--- config.mk ---
export PLATFORM = sky130hd
export DESIGN_NAME = fct_cell
export DESIGN_NICKNAME = d
export VERILOG_FILES = /design/src/rtl/core/fct_pkg.sv /design/src/rtl/core/fct_cell.sv
export SDC_FILE = /design/constraint.sdc
export NUM_CORES = 2
export LEC_CHECK = 0
export BUFFER_PORTS_ARGS = -buffer_cell sky130_fd_sc_hd__clkbuf_2
export CORE_ASPECT_RATIO = 0.9
export CORE_UTILIZATION = 40
export DETAILED_ROUTE_END_ITERATION = 16
export SETUP_SLACK_MARGIN = 0.1
export SLEW_MARGIN = 20
export SYNTH_ARGS = -nofsm -noshare
export SYNTH_HDL_FRONTEND = slang
export SYNTH_SLANG_ARGS = --single-unit
export TNS_END_PERCENT = 10
--- constraint.sdc ---
create_clock -name clk -period 17.58 [get_ports clk]
set_input_delay 0.879 -clock clk [delete_from_list [all_inputs] [get_ports clk]]
set_output_delay 0.879 -clock clk [all_outputs]
set_load 0.005 [all_outputs]
--- src/rtl/core/fct_pkg.sv ---
// fct_pkg: shared constants for the frustum cull test unit.
// Plane register layout, request type codes and plane register indexes.
// No dependencies; used by fct_cell and frustum_cull_test_unit.
`timescale 1ns / 1ps

package fct_pkg;

    // Plane count and register index width
    localparam int NUM_PLANES     = 6;
    localparam int CFG_IDX_BITS   = 3;
    localparam int CFG_DATA_BITS  = 64;

    // Plane register layout: nx, ny, nz Q1.14 then d, 16 bits each
    localparam int COEF_BITS      = 16;
    localparam int NORM_FRAC      = 14;

    // Default coordinate width
    localparam int DEF_COORD_BITS = 16;

    // Request type codes
    localparam logic REQ_SPHERE = 1'b0;
    localparam logic REQ_BOX    = 1'b1;

    // Plane register indexes
    localparam logic [CFG_IDX_BITS-1:0] PLANE_LEFT   = 3'd0;
    localparam logic [CFG_IDX_BITS-1:0] PLANE_RIGHT  = 3'd1;
    localparam logic [CFG_IDX_BITS-1:0] PLANE_BOTTOM = 3'd2;
    localparam logic [CFG_IDX_BITS-1:0] PLANE_TOP    = 3'd3;
    localparam logic [CFG_IDX_BITS-1:0] PLANE_NEAR   = 3'd4;
    localparam logic [CFG_IDX_BITS-1:0] PLANE_FAR    = 3'd5;

    // Cell order along the chain
    localparam logic [CFG_IDX_BITS-1:0] PLANE_IDX [NUM_PLANES] = '{
        PLANE_LEFT, PLANE_RIGHT, PLANE_BOTTOM, PLANE_TOP, PLANE_NEAR, PLANE_FAR
    };

endpackage

--- src/rtl/core/fct_cell.sv ---
// fct_cell: one plane of the culling chain. Holds its plane register and
// tests each passing item against it in two register stages.
// Depends on fct_pkg.
`timescale 1ns / 1ps

module fct_cell #(
    parameter int COORD_BITS = fct_pkg::DEF_COORD_BITS,
    parameter logic [fct_pkg::CFG_IDX_BITS-1:0] CELL_ID = fct_pkg::PLANE_LEFT
) (
    input  logic                               clk,
    input  logic                               rst_n,
    // configuration write
    input  logic                               cfg_valid,
    input  logic [fct_pkg::CFG_IDX_BITS-1:0]   cfg_index,
    input  logic [fct_pkg::CFG_DATA_BITS-1:0]  cfg_data,
    // upstream neighbor
    input  logic                               up_valid,
    output logic                               up_ready,
    input  logic                               up_type,
    input  logic signed [COORD_BITS-1:0]       up_lo [3],
    input  logic signed [COORD_BITS-1:0]       up_hi [3],
    input  logic [COORD_BITS-2:0]              up_radius,
    input  logic                               up_visible,
    // downstream neighbor
    output logic                               dn_valid,
    input  logic                               dn_ready,
    output logic                               dn_type,
    output logic signed [COORD_BITS-1:0]       dn_lo [3],
    output logic signed [COORD_BITS-1:0]       dn_hi [3],
    output logic [COORD_BITS-2:0]              dn_radius,
    output logic                               dn_visible
);

    localparam int CB      = fct_pkg::COEF_BITS;
    localparam int PROD_W  = COORD_BITS + CB;
    localparam int BIAS_W  = ((COORD_BITS > CB) ? COORD_BITS : CB) + 1;
    localparam int TERM_W  = ((PROD_W > BIAS_W + fct_pkg::NORM_FRAC) ?
                              PROD_W : BIAS_W + fct_pkg::NORM_FRAC);
    localparam int ACC_W   = TERM_W + 2;

    // Plane register
    logic [fct_pkg::CFG_DATA_BITS-1:0] plane_reg;

    always_ff @(posedge clk or negedge rst_n)
    begin
        if (!rst_n)
        begin
            plane_reg <= '0;
        end
        else if (cfg_valid && (cfg_index == CELL_ID))
        begin
            plane_reg <= cfg_data;
        end
    end

    // Handshake between stages
    logic a_valid_reg, b_valid_reg;
    logic a_ready, b_ready, a_load, b_load;

    assign b_ready  = !b_valid_reg || dn_ready;
    assign a_ready  = !a_valid_reg || b_ready;
    assign up_ready = a_ready;
    assign a_load   = up_valid && a_ready;
    assign b_load   = a_valid_reg && b_ready;

    always_ff @(posedge clk or negedge rst_n)
    begin
        if (!rst_n)
        begin
            a_valid_reg <= 1'b0;
            b_valid_reg <= 1'b0;
        end
        else
        begin
            if (a_ready)
            begin
                a_valid_reg <= up_valid;
            end
            if (b_ready)
            begin
                b_valid_reg <= a_valid_reg;
            end
        end
    end

    // Stage A: corner pick, three products, offset plus radius for spheres
    logic signed [PROD_W-1:0] prod_next [3];
    logic signed [BIAS_W-1:0] bias_next;

    always_comb
    begin
        logic signed [CB-1:0]     nrm;
        logic signed [PROD_W-1:0] nrm_ext;
        logic signed [PROD_W-1:0] pt_ext;
        logic signed [CB-1:0]     d_val;
        logic signed [BIAS_W-1:0] d_ext;
        logic signed [BIAS_W-1:0] r_ext;
        for (int k = 0; k < 3; k++)
        begin
            nrm     = plane_reg[CB*k +: CB];
            nrm_ext = nrm;
            // zero component counts as positive: take the maximum
            if ((up_type == fct_pkg::REQ_BOX) && !nrm[CB-1])
            begin
                pt_ext = up_hi[k];
            end
            else
            begin
                pt_ext = up_lo[k];
            end
            prod_next[k] = nrm_ext * pt_ext;
        end
        d_val = plane_reg[CB*3 +: CB];
        d_ext = d_val;
        r_ext = signed'(BIAS_W'(up_radius));
        // sphere: n.c + d < -r  is  n.c + (d + r) < 0
        bias_next = (up_type == fct_pkg::REQ_SPHERE) ? (d_ext + r_ext) : d_ext;
    end

    logic signed [PROD_W-1:0]     a_prod_reg [3];
    logic signed [BIAS_W-1:0]     a_bias_reg;
    logic                         a_type_reg;
    logic signed [COORD_BITS-1:0] a_lo_reg [3];
    logic signed [COORD_BITS-1:0] a_hi_reg [3];
    logic [COORD_BITS-2:0]        a_radius_reg;
    logic                         a_visible_reg;

    always_ff @(posedge clk)
    begin
        if (a_load)
        begin
            a_prod_reg    <= prod_next;
            a_bias_reg    <= bias_next;
            a_type_reg    <= up_type;
            a_lo_reg      <= up_lo;
            a_hi_reg      <= up_hi;
            a_radius_reg  <= up_radius;
            a_visible_reg <= up_visible;
        end
    end

    // Stage B: accumulate and test the sign
    logic visible_next;

    always_comb
    begin
        logic signed [ACC_W-1:0] acc;
        logic signed [ACC_W-1:0] term;
        acc = '0;
        for (int k = 0; k < 3; k++)
        begin
            term = a_prod_reg[k];
            acc  = acc + term;
        end
        term = a_bias_reg;
        acc  = acc + (term <<< fct_pkg::NORM_FRAC);
        visible_next = a_visible_reg && !acc[ACC_W-1];
    end

    logic                         b_type_reg;
    logic signed [COORD_BITS-1:0] b_lo_reg [3];
    logic signed [COORD_BITS-1:0] b_hi_reg [3];
    logic [COORD_BITS-2:0]        b_radius_reg;
    logic                         b_visible_reg;

    always_ff @(posedge clk)
    begin
        if (b_load)
        begin
            b_type_reg    <= a_type_reg;
            b_lo_reg      <= a_lo_reg;
            b_hi_reg      <= a_hi_reg;
            b_radius_reg  <= a_radius_reg;
            b_visible_reg <= visible_next;
        end
    end

    assign dn_valid   = b_valid_reg;
    assign dn_type    = b_type_reg;
    assign dn_lo      = b_lo_reg;
    assign dn_hi      = b_hi_reg;
    assign dn_radius  = b_radius_reg;
    assign dn_visible = b_visible_reg;

endmodule

==> impl_metrics.ini <==
[cts]
ctsHoldBuffers = 0
post_cts_buffers = 0
cts_buffers = 48
cts_resized = 0
clk_latency_ns = 0.65
htree_levels = 2
clk_path_buf_depth = 3
cts_tree = done
clk_transition_reported_paths_ns = 0.07
cts_root_buf = clkbuf_16
cts_sinks = 405

[routing]
drt_iter0_markers = 1459
routed_wirelength_um = 106200
num_vias = 28580
drc = 0
ant_nets = 0
post_drt_wl_per_cell_um = 18.27
firstDrtPassIters = 5
vias_per_cell = 4.917

[worst_setup_path]
worstRegToRegCells = 20
cp.arrival_ns = 8.63
cp_max_fo = 34
worst-endpoint-required_ns = 17.98
critPathBufInv = 5
critPathTopFamily = adder cells
crit_chain = clkbuf_2 > buf_4 > nor2b_2 > mux2_2 > nand2_1 > inv_1 > fa_1 > fa_1 > inv_1 > fa_1 > fa_1 > fa_1 > fa_1 > inv_1 > ha_1 > a21o_1 > a21o_1 > or3_1 > or3_1 > a31o_2 > a21oi_1 > xnor2_1
cpMaxStageDelayCell = nor2b_2
worstSetupPathType = input pin to flop
crit_top_cell = fa_1
r2r-start = plane_reg[31]$_DFFE_PN0P_
startpoint_type = input pin
timing.rr.end = a_prod_reg[60]$_DFFE_PP_
rrSetupSlack_ns = 9.53
cpPeakStageDelay_ns = 0.90
cp-end-kind = flop

[sta]
max_freq_mhz = 121.6
min_period_ns = 8.225
rsz0062_at_grt = false
drv_slew = 0
finalSetupTns_ns = 0
hold_viol_final = 0
setup_viol = 0
relSlewSlack_pct = 31.72
fin_crit_sh_pct = 46.79
worst_slew_pin_slew_ns = 1.011
fin_skew_ns = 0.02808

[grt]
grt_use_total_pct = 19.45
grt_pass1_wl_um = 172400
grt_pass1_vias = 30770
antenna_found_initial = 2
grt.overflow.total = 0
grt_max_degree = 64

[logic_synthesis]
yosysTopAreaCellShare_pct = 36.98
synthDistinctLibCells = 68
synth-main-ff-cell = edfxtp_1
ys_ff_latch = 405
synth.cell_area_um2 = 45320
async_flop_share_pct = 16.30
syn-num-nets = 5376
synth_cells = 4050
ys_warn_count = 0
seq_area_frac_synth_pct = 26.11
syn_area_per_cell_um2 = 11.19
synthTopCellsByArea = fa_1 (37%), edfxtp_1 (22%), ha_1 (8.4%), inv_1 (7.2%), and2_1 (4.7%)
synth_top_area_cell = fa_1
synth_enable_flop_cells = 339

[finish]
largest_register_ffs = 96
num_antenna_cells = 0
layout_commonest_cell = inv_1
final_layout_size_suffix_gt1_share_pct = 12.15
final_cell_mix = inv_1 (870), fa_1 (837), nand2_1 (387)
syn_to_final_growth_pct = 10.26
fin_area_um2 = 49970
layout.nets = 5624

[placement]
place_area_um2 = 48360
port_buffers = 299
place_congestion = 0.8701
hpwl_um = 86660

[hold_path]
hold_path_class = input pin to async pin

[run]
maxCapViolations = 0

[status]
status = completed

[floorplan]
design.core.area_um2 = 111800
die_x_um = 356.8
die_area_um2 = 114600
start_util_pct = 40.55
fp-row-count = 116
io_pins = 300
dieHeight_um = 321.3
[stage by stage]
step                hold slack, ns  cells  worst slack (ns)  util, %
finish                      0.2165   5812             9.355    44.71
detailed placement          0.4045   5723             8.661    43.27
global placement            0.4005   5723             8.792    43.27
floorplan                   0.4003   4050             9.708        -
global route                0.2324   5812             8.883    44.71
CTS                         0.2088   5812             9.397    44.71
[cell usage after synthesis (48+ instances only)]
library cell    n
clkbuf_1      112
xnor2_1        93
o21ai_0        61
mux2_2        106
nand2_1       387
nor2_1         83
edfxtp_1      339
and2_1        344
dfrtp_1        66
fa_1          837
a21oi_1        77
ha_1          304
nor2b_1        48
inv_1         870
[kinds of logic after synthesis]
family                     share of synthesized area, %
DFF                                               26.11
adders and majority gates                         45.37
and+or+nand+nor                                   11.18
buffers and inverters                             8.200
xor gates and xnor gates                          2.281
muxes                                             2.789
AOI/OAI and AO/OA                                 4.075
[routing by layer]
layer	wire (um)	GRT usage (%)	up-vias
met3	5856	3.302	115
met2	50940	31.45	621
met4	2371	4.862	4
met5	26	0	-
li1	-	-	13050
met1	46980	27.16	14790
[layout make-up]
type                    count  area [um2]
multi-input cells        2656       29780
flip-flops and latches    405       11830
well taps                1475        1846
clock inverters            33       354.1
repair buffers            317        1634
fillers                 10500       61790
clock buffers              56        1251
inverters                 870        3266
[how the worst max path moves through the flow]
stage | start | end | depth (start not counted)
after floorplan | up_type | a_prod_reg[95]$_DFFE_PP_ | 23
after global placement | up_type | a_prod_reg[60]$_DFFE_PP_ | 22
after global routing | up_type | a_prod_reg[62]$_DFFE_PP_ | 24
after CTS | up_type | a_prod_reg[60]$_DFFE_PP_ | 22
final | up_type | a_prod_reg[60]$_DFFE_PP_ | 22
after detailed placement | up_type | a_prod_reg[60]$_DFFE_PP_ | 22
Power is not shown: default switching activity piles up to over one toggle a cycle in this logic, so the estimate is an artifact.
